File: src/hw/rtl/magnetometer_scale_offset_calibrator_top_macros.svh
// Assertion macros for the magnetometer calibrator.
// Both check at the rising edge of clk. The first is held off while rst_n is low.
// The second also checks while reset is asserted.
`ifndef MAGNETOMETER_SCALE_OFFSET_CALIBRATOR_TOP_MACROS_SVH
`define MAGNETOMETER_SCALE_OFFSET_CALIBRATOR_TOP_MACROS_SVH

`ifndef ASSERT_OFF
`define MSC_ASSERT(label, prop, msg) \
    label: assert property (@(posedge clk) disable iff (!rst_n) (prop)) else $error(msg);
`define MSC_ASSERT_ALWAYS(label, prop, msg) \
    label: assert property (@(posedge clk) (prop)) else $error(msg);
`else
`define MSC_ASSERT(label, prop, msg)
`define MSC_ASSERT_ALWAYS(label, prop, msg)
`endif

`endif

File: src/hw/rtl/mscal_pkg.sv
`timescale 1ns / 1ps
`default_nettype none

package mscal_pkg;

    // Operation codes carried in requests and echoed in results.
    typedef enum logic [1:0]
    {
        OP_MEASURE = 2'd0,
        OP_CALIB   = 2'd1,
        OP_CLOSE   = 2'd2,
        OP_UNDEF   = 2'd3
    } op_t;

    // Configuration register indexes.
    localparam int unsigned CFG_INDEX_W = 3;
    localparam logic [CFG_INDEX_W-1:0] REG_GAIN   = 3'd0;
    localparam logic [CFG_INDEX_W-1:0] REG_OFF_X  = 3'd1;
    localparam logic [CFG_INDEX_W-1:0] REG_OFF_Y  = 3'd2;
    localparam logic [CFG_INDEX_W-1:0] REG_OFF_Z  = 3'd3;
    localparam logic [CFG_INDEX_W-1:0] REG_LIMIT  = 3'd4;

    localparam int unsigned CFG_DATA_W = 24;

    // Reset values: gain 0.92 mG per count in Q4.12, limit 600 mG in 1/16 mG.
    localparam logic [15:0] GAIN_RESET  = 16'd3768;
    localparam logic [22:0] LIMIT_RESET = 23'd9600;

    localparam logic signed [23:0] FIELD_MAX = 24'sh7FFFFF;
    localparam logic signed [23:0] FIELD_MIN = -24'sh800000;

    typedef struct packed
    {
        op_t                op;
        logic signed [15:0] raw_x;
        logic signed [15:0] raw_y;
        logic signed [15:0] raw_z;
    } in_t;

    typedef struct packed
    {
        op_t                kind;
        logic signed [23:0] field_x;
        logic signed [23:0] field_y;
        logic signed [23:0] field_z;
        logic               accepted;
        logic               offsets_valid;
    } out_t;

    // Scaled sample between the two stages.
    typedef struct packed
    {
        op_t                op;
        logic signed [23:0] scaled_x;
        logic signed [23:0] scaled_y;
        logic signed [23:0] scaled_z;
    } scaled_t;

    // Live configuration.
    typedef struct packed
    {
        logic [15:0]        gain_q12;
        logic signed [23:0] offset_x;
        logic signed [23:0] offset_y;
        logic signed [23:0] offset_z;
        logic [22:0]        outlier_limit;
    } cfg_t;

endpackage

`default_nettype wire

File: src/hw/rtl/mscal_scale.sv
`timescale 1ns / 1ps
`default_nettype none

module mscal_scale
(
    input  wire logic               clk,
    input  wire logic               rst_n,
    input  wire logic               load,
    input  wire logic               drain,
    input  wire mscal_pkg::in_t     req,
    input  wire logic [15:0]        gain_q12,
    output logic                    s1_valid,
    output mscal_pkg::scaled_t      s1_data
);

    // Round-to-nearest scale from Q12 mG to 1/16 mG; the result always fits 24 bits.
    function automatic logic signed [23:0] scale_axis
    (
        input logic signed [15:0] raw,
        input logic [15:0]        gain
    );
        logic signed [32:0] prod;
        logic signed [33:0] rounded;
        logic signed [33:0] shifted;
        prod    = raw * signed'({1'b0, gain});
        rounded = {prod[32], prod} + 34'sd128;
        shifted = rounded >>> 8;
        return shifted[23:0];
    endfunction

    logic signed [15:0]  held_x_reg, held_y_reg, held_z_reg;
    logic                zero_sample;
    logic signed [15:0]  sel_x, sel_y, sel_z;
    logic                s1_valid_reg, s1_valid_next;
    mscal_pkg::scaled_t  s1_data_reg, s1_data_next;

    // An all-zero sample falls back to the last non-zero one.
    assign zero_sample = (req.raw_x == 16'sd0) && (req.raw_y == 16'sd0) &&
                         (req.raw_z == 16'sd0);
    assign sel_x = zero_sample ? held_x_reg : req.raw_x;
    assign sel_y = zero_sample ? held_y_reg : req.raw_y;
    assign sel_z = zero_sample ? held_z_reg : req.raw_z;

    // Stage payload and occupancy.
    always_comb
    begin
        s1_data_next          = s1_data_reg;
        s1_data_next.op       = req.op;
        s1_data_next.scaled_x = scale_axis(sel_x, gain_q12);
        s1_data_next.scaled_y = scale_axis(sel_y, gain_q12);
        s1_data_next.scaled_z = scale_axis(sel_z, gain_q12);
        if (load)
        begin
            s1_valid_next = 1'b1;
        end
        else if (drain)
        begin
            s1_valid_next = 1'b0;
        end
        else
        begin
            s1_valid_next = s1_valid_reg;
        end
    end

    // Held sample and stage valid.
    always_ff @(posedge clk or negedge rst_n)
    begin
        if (!rst_n)
        begin
            held_x_reg   <= '0;
            held_y_reg   <= '0;
            held_z_reg   <= '0;
            s1_valid_reg <= 1'b0;
        end
        else
        begin
            s1_valid_reg <= s1_valid_next;
            if (load && !zero_sample)
            begin
                held_x_reg <= req.raw_x;
                held_y_reg <= req.raw_y;
                held_z_reg <= req.raw_z;
            end
        end
    end

    // Stage payload needs no reset.
    always_ff @(posedge clk)
    begin
        if (load)
        begin
            s1_data_reg <= s1_data_next;
        end
    end

    assign s1_valid = s1_valid_reg;
    assign s1_data  = s1_data_reg;

endmodule

`default_nettype wire

File: src/hw/rtl/mscal_track.sv
`timescale 1ns / 1ps
`default_nettype none

module mscal_track
(
    input  wire logic               clk,
    input  wire logic               rst_n,
    input  wire logic               fire,
    input  wire logic               out_stall,
    input  wire mscal_pkg::scaled_t s1_data,
    input  wire mscal_pkg::cfg_t    cfg,
    output logic                    out_valid,
    output mscal_pkg::out_t         out_data
);

    logic signed [23:0] min_reg [3];
    logic signed [23:0] max_reg [3];
    logic signed [23:0] min_next [3];
    logic signed [23:0] max_next [3];
    logic               seen_reg, seen_next;
    logic               out_valid_reg, out_valid_next;
    mscal_pkg::out_t    out_data_reg, out_data_next;

    logic signed [23:0] scaled [3];
    logic signed [23:0] offs [3];
    logic signed [23:0] meas [3];
    logic signed [23:0] mid [3];
    logic [23:0]        mag [3];
    logic signed [24:0] sum_off [3];
    logic signed [24:0] sum_mid [3];
    logic               in_limit;

    assign scaled[0] = s1_data.scaled_x;
    assign scaled[1] = s1_data.scaled_y;
    assign scaled[2] = s1_data.scaled_z;
    assign offs[0]   = cfg.offset_x;
    assign offs[1]   = cfg.offset_y;
    assign offs[2]   = cfg.offset_z;

    // Per-axis measurement, magnitude and midpoint.
    always_comb
    begin
        in_limit = 1'b1;
        for (int i = 0; i < 3; i++)
        begin
            sum_off[i] = {scaled[i][23], scaled[i]} + {offs[i][23], offs[i]};
            if (sum_off[i][24] != sum_off[i][23])
            begin
                meas[i] = sum_off[i][24] ? mscal_pkg::FIELD_MIN : mscal_pkg::FIELD_MAX;
            end
            else
            begin
                meas[i] = sum_off[i][23:0];
            end
            mag[i] = scaled[i][23] ? (~scaled[i] + 24'd1) : scaled[i];
            if (mag[i] > {1'b0, cfg.outlier_limit})
            begin
                in_limit = 1'b0;
            end
            sum_mid[i] = ({max_reg[i][23], max_reg[i]} + {min_reg[i][23], min_reg[i]}) >>> 1;
            mid[i]     = seen_reg ? sum_mid[i][23:0] : 24'sd0;
        end
    end

    // Result and tracker update for the request leaving the scale stage.
    always_comb
    begin
        seen_next     = seen_reg;
        out_data_next = out_data_reg;
        for (int i = 0; i < 3; i++)
        begin
            min_next[i] = min_reg[i];
            max_next[i] = max_reg[i];
        end
        out_data_next.kind          = s1_data.op;
        out_data_next.accepted      = 1'b0;
        out_data_next.offsets_valid = 1'b0;
        out_data_next.field_x       = scaled[0];
        out_data_next.field_y       = scaled[1];
        out_data_next.field_z       = scaled[2];
        case (s1_data.op)
            mscal_pkg::OP_MEASURE:
            begin
                out_data_next.field_x = meas[0];
                out_data_next.field_y = meas[1];
                out_data_next.field_z = meas[2];
            end
            mscal_pkg::OP_CALIB:
            begin
                out_data_next.accepted = in_limit;
                if (in_limit)
                begin
                    seen_next = 1'b1;
                    for (int i = 0; i < 3; i++)
                    begin
                        if (scaled[i] < min_reg[i])
                        begin
                            min_next[i] = scaled[i];
                        end
                        if (scaled[i] > max_reg[i])
                        begin
                            max_next[i] = scaled[i];
                        end
                    end
                end
            end
            mscal_pkg::OP_CLOSE:
            begin
                out_data_next.field_x       = mid[0];
                out_data_next.field_y       = mid[1];
                out_data_next.field_z       = mid[2];
                out_data_next.offsets_valid = seen_reg;
                seen_next = 1'b0;
                for (int i = 0; i < 3; i++)
                begin
                    min_next[i] = mscal_pkg::FIELD_MAX;
                    max_next[i] = mscal_pkg::FIELD_MIN;
                end
            end
            default:
            begin
                // Undefined op: no result and trackers untouched.
            end
        endcase

        // The output register is free whenever the scale stage fires.
        if (fire)
        begin
            out_valid_next = (s1_data.op != mscal_pkg::OP_UNDEF);
        end
        else if (!out_stall)
        begin
            out_valid_next = 1'b0;
        end
        else
        begin
            out_valid_next = out_valid_reg;
        end
    end

    // Trackers and output valid.
    always_ff @(posedge clk or negedge rst_n)
    begin
        if (!rst_n)
        begin
            for (int i = 0; i < 3; i++)
            begin
                min_reg[i] <= mscal_pkg::FIELD_MAX;
                max_reg[i] <= mscal_pkg::FIELD_MIN;
            end
            seen_reg      <= 1'b0;
            out_valid_reg <= 1'b0;
        end
        else
        begin
            out_valid_reg <= out_valid_next;
            if (fire)
            begin
                for (int i = 0; i < 3; i++)
                begin
                    min_reg[i] <= min_next[i];
                    max_reg[i] <= max_next[i];
                end
                seen_reg <= seen_next;
            end
        end
    end

    // Result payload.
    always_ff @(posedge clk)
    begin
        if (fire)
        begin
            out_data_reg <= out_data_next;
        end
    end

    assign out_valid = out_valid_reg;
    assign out_data  = out_data_reg;

endmodule

`default_nettype wire

File: src/hw/rtl/magnetometer_scale_offset_calibrator_top.sv
// Magnetometer scaler with hard-iron min/max calibration.
// Input channel in_valid/in_stall/in_data carries one request: an op code and
// three signed 16-bit axis counts. Output channel out_valid/out_stall/out_data
// returns one result per request, except for the undefined op, which
// returns nothing. The configuration port (cfg_we, cfg_index, cfg_data)
// writes gain, the three offsets and the outlier limit, one register per edge.
// Between acceptance and out_valid lie two registers: the first register
// holds the scaled sample (one 16x17 multiply per axis), the second holds
// the result after offset, outlier test, min/max tracking or midpoint.
// Throughput is one request per cycle while out_stall is low, as set by the
// two-register pipeline; tracker state is read and written in stage 2 only.
// While out_stall is high with a result waiting, the scale stage still
// takes one more request; after that, in_stall rises until the output drains.
// Reset clears the held sample to zero, sets the trackers empty, and loads
// gain 0.92 mG per count, zero offsets and a 600 mG outlier limit.
`timescale 1ns / 1ps
`default_nettype none
`include "magnetometer_scale_offset_calibrator_top_macros.svh"

module magnetometer_scale_offset_calibrator_top
(
    input  wire logic                                  clk,
    input  wire logic                                  rst_n,
    input  wire logic                                  in_valid,
    output logic                                       in_stall,
    input  wire mscal_pkg::in_t                        in_data,
    output logic                                       out_valid,
    input  wire logic                                  out_stall,
    output mscal_pkg::out_t                            out_data,
    input  wire logic                                  cfg_we,
    input  wire logic [mscal_pkg::CFG_INDEX_W-1:0]     cfg_index,
    input  wire logic [mscal_pkg::CFG_DATA_W-1:0]      cfg_data
);

    mscal_pkg::cfg_t    cfg_reg;
    logic               s1_valid;
    mscal_pkg::scaled_t s1_data;
    logic               out_free;
    logic               fire;
    logic               load;
    logic               undef_kind;
    logic               stray_accept;
    logic               stray_offsets;

    // Pipeline flow: the output register is free when empty or being taken.
    assign out_free = !out_valid || !out_stall;
    assign fire     = s1_valid && out_free;
    assign in_stall = s1_valid && !out_free;
    assign load     = in_valid && !in_stall;

    // Configuration registers.
    always_ff @(posedge clk or negedge rst_n)
    begin
        if (!rst_n)
        begin
            cfg_reg.gain_q12      <= mscal_pkg::GAIN_RESET;
            cfg_reg.offset_x      <= '0;
            cfg_reg.offset_y      <= '0;
            cfg_reg.offset_z      <= '0;
            cfg_reg.outlier_limit <= mscal_pkg::LIMIT_RESET;
        end
        else if (cfg_we)
        begin
            case (cfg_index)
                mscal_pkg::REG_GAIN:  cfg_reg.gain_q12      <= cfg_data[15:0];
                mscal_pkg::REG_OFF_X: cfg_reg.offset_x      <= cfg_data;
                mscal_pkg::REG_OFF_Y: cfg_reg.offset_y      <= cfg_data;
                mscal_pkg::REG_OFF_Z: cfg_reg.offset_z      <= cfg_data;
                mscal_pkg::REG_LIMIT: cfg_reg.outlier_limit <= cfg_data[22:0];
                default:
                begin
                    // Unused index: write ignored.
                end
            endcase
        end
    end

    // Scale stage.
    mscal_scale u_scale
    (
        .clk      (clk),
        .rst_n    (rst_n),
        .load     (load),
        .drain    (fire),
        .req      (in_data),
        .gain_q12 (cfg_reg.gain_q12),
        .s1_valid (s1_valid),
        .s1_data  (s1_data)
    );

    // Offset, tracking and result stage.
    mscal_track u_track
    (
        .clk       (clk),
        .rst_n     (rst_n),
        .fire      (fire),
        .out_stall (out_stall),
        .s1_data   (s1_data),
        .cfg       (cfg_reg),
        .out_valid (out_valid),
        .out_data  (out_data)
    );

    // Flags that must never show up on a result.
    assign undef_kind    = (out_data.kind == mscal_pkg::OP_UNDEF);
    assign stray_accept  = out_data.accepted && (out_data.kind != mscal_pkg::OP_CALIB);
    assign stray_offsets = out_data.offsets_valid && (out_data.kind != mscal_pkg::OP_CLOSE);

    // Checks on the block's own logic.
    `MSC_ASSERT(a_no_undef_result, out_valid |-> !undef_kind, "undefined op produced a result")
    `MSC_ASSERT(a_accept_only_calib, out_valid |-> !stray_accept, "stray accepted flag")
    `MSC_ASSERT(a_valid_only_close, out_valid |-> !stray_offsets, "stray offsets_valid flag")
    `MSC_ASSERT_ALWAYS(a_stall_full, in_stall |-> !out_free, "input stalled while output free")

endmodule

`default_nettype wire

File: config.mk
export PLATFORM = sky130hd
export DESIGN_NAME = magnetometer_scale_offset_calibrator_top
export DESIGN_NICKNAME = d
export VERILOG_FILES = /design/src/hw/rtl/mscal_pkg.sv /design/src/hw/rtl/mscal_scale.sv /design/src/hw/rtl/mscal_track.sv /design/src/hw/rtl/magnetometer_scale_offset_calibrator_top.sv
export VERILOG_INCLUDE_DIRS = /design/src /design/src/hw/rtl
export SDC_FILE = /design/constraint.sdc
export NUM_CORES = 2
export LEC_CHECK = 0
export BUFFER_PORTS_ARGS = -buffer_cell sky130_fd_sc_hd__buf_2
export CAP_MARGIN = 30
export CORE_MARGIN = 2
export CORE_UTILIZATION = 50
export DETAILED_ROUTE_END_ITERATION = 16
export PLACE_DENSITY = 0.76
export SYNTH_ARGS = -nofsm -noshare
export SYNTH_HDL_FRONTEND = slang
export SYNTH_HIERARCHICAL = 1
export SYNTH_SLANG_ARGS = --single-unit
File: constraint.sdc
create_clock -name clk -period 10.5 [get_ports clk]
set_input_delay 2.1 -clock clk [delete_from_list [all_inputs] [get_ports clk]]
set_output_delay 2.1 -clock clk [all_outputs]
set_load 0.1 [all_outputs]
==> results.tsv <==
metric	value	unit
dieArea	116000	um^2
synth.largest_area_cell	fa_1	
fin_skew	30.6	ps
dieHeight	341	um
cts_made_buffers	53	
totalWireLength	158000	um
start_util	50.5	%
htree_num_levels	2	
synth_edf_count	150	
dp_cells	7562	
grt_setup_unrepaired	false	
reg2reg_depth	24	
relSlewSlack	28.0	%
cts_tree	done	
cap_violations	0	
endpoint_kind	flop	
max_freq	0.104	GHz
clk_latency	660	ps
async_reset_ff_share	67.1	%
final_cells	7666	
grt_antenna_before_repair	10	
worst-path-max-fanout	16	
tns	0	ps
synth-seq-cells	456	
viasPerCell	5.83	
ant_nets	0	
pre_cts_ws	300	ps
timing.final.crit_share	91.3	%
setup_slack	910	ps
grt_pass1_vias	45715	
hpwl	121000	um
post_cts_buffers	0	
crit_required	10890	ps
cts_sinks	456	
place_congestion	0.927	
worst_slew_pin_slew	1080	ps
grt_usage	27.2	%
path_clk_slew	60	ps
die_w	341	um
hp-class	flop to flop	
core-area	113000	um^2
nets	7480	
yosysTopAreaCellShare	20.7	%
grt_max_degree	143	
clockBufferDepth	3	
cts_resized	0	
path_class	primary input to flop	
clockRootBuffer	clkbuf_16	
ys_seq_area_share	21.6	%
drive_gt1_share	10.7	%
via_count	44680	
largest_reg_flops	111	
avgSynthCellArea	9.40	um^2
grt_overflow_total	0	
period_minus_slack	9590	ps
synthTopCellsByArea	fa_1 (21%), ha_1 (15%), dfrtp_1 (9.8%), edfxtp_1 (7.9%), inv_1 (6.2%)	
holdWs	489	ps
ctsHoldBuffers	0	
synth_nets	7409	
finalHoldViolCount	0	
grt_first_pass_wirelength	251000	um
wl_per_cell	20.6	um
portBuffers	159	
row_count	123	
min_path_cells	1	
synthFlopType	dfrtp_1	
finalSetupViolations	0	
mostFrequentLayoutCell	inv_1	
layout_common_cells	inv_1 (932), ha_1 (690), fa_1 (588)	
run_status	finished clean	
io_pins	160	
drt-pass1-iter-count	6	
cp.arrival	9980	ps
ys_warn_count	6	
synth.distinct_cells	97	
drt_iter0_markers	3875	
synthCells	6049	
syn_area	56800	um^2
drc_errors	0	
slew_violations	0	
area_growth	7.53	%
crit_path_start_kind	primary input	
final cells by class:
cell class                 count  area, um^2
tap                         1500        1880
sequential                   456       12300
timing repair buffer         263        1690
multi-input combinational   4413       40000
fill                       10021       51500
antenna                        2        5.00
clock buffer                  68        1470
clock inverter                31         288
inverter                     933        3500
cells in the mapped netlist, drive strengths merged, types with 23 or more instances:
master,count
or3,26
o21bai,28
nand4,64
a22o,27
o21a,24
a211oi,30
xor2,84
a31oi,39
nand3,51
clkbuf,186
nor2b,120
o22a,23
dfrtp,223
nor2,194
or2,35
mux2,159
mux2i,26
a21o,204
o211ai,25
edfxtp,150
nor4,33
nand2,589
fa,588
xnor2,177
a22oi,33
inv,933
o21ai,311
and2,254
ha,690
nor3,41
nand2b,54
o31ai,38
buf,61
a21oi,260
dfstp,83
path summary, 6_finish.rpt:
kind / startpoint / to / slack, ps
worst max-delay path: in_data[16] / u_scale/s1_data[65]$_DFFE_PP_ / 910
worst min register to register: cfg_reg[5]$_DFFE_PN0P_ / cfg_reg[5]$_DFFE_PN0P_ / 490
min in group asynchronous: rst_n / u_track/max_reg[17]$_DFFE_PN0P_ / 1470
worst min-delay path: cfg_reg[5]$_DFFE_PN0P_ / cfg_reg[5]$_DFFE_PN0P_ / 490
worst max register to register: cfg_reg[99]$_DFFE_PN1P_ / u_scale/s1_data[23]$_DFFE_PP_ / 3130
max in group asynchronous: rst_n / u_track/min_reg[61]$_DFFE_PN1P_ / 7280
routing by layer:
metal | routed length (um) | part of all wire, % | track usage (%)
met1 | 66600 | 42 | 37.0
met2 | 70800 | 45 | 43.2
met3 | 14100 | 8.9 | 4.93
met4 | 6640 | 4.2 | 10.6
met5 | 36 | 0.023 | 0
stage by stage:
step | instance area (um^2) | utilization [%]
final | 61100 | 54.3
after global routing | 61100 | 54.3
after CTS | 61000 | 54.2
after detailed placement | 59300 | 52.6
after global placement | 59200 | 52.6
after floorplan | 56800 | -
worst max-delay path: stages:
cell and delay [ps]:
buf_2 130, nor4_1 290, nand2_1 150, or4_1 670, nor2_4 350, buf_4 300, a21o_1 370, nand2_1 150
fa_1 600, inv_1 60, fa_1 520, fa_1 440, fa_1 520, fa_1 540, inv_1 50, fa_1 580
inv_1 60, ha_1 380, a21o_1 190, a21o_1 180, a21oi_1 180, a21bo_2 240, a31oi_1 280, o21ai_1 170
a221oi_1 370, xnor2_1 110
logic make-up (layout without fill, tap and decap cells):
| logic type | after synthesis | in the layout | share of synthesized area (%) |
|---|---|---|---|
| fa+ha+maj | 1279 | 1279 | 35.9 |
| other cells | 0 | 2 | 0 |
| simple gates | 1521 | 1521 | 13.4 |
| xor+xnor | 261 | 261 | 4.02 |
| mux | 185 | 185 | 3.61 |
| compound gates | 1167 | 1167 | 13.4 |
| buf+inv | 1180 | 1295 | 8.13 |
| flops | 456 | 456 | 21.6 |
Power is left out: the tool's default activity adds up to more than one toggle a clock period on the data nets, which glitch-free logic cannot reach.
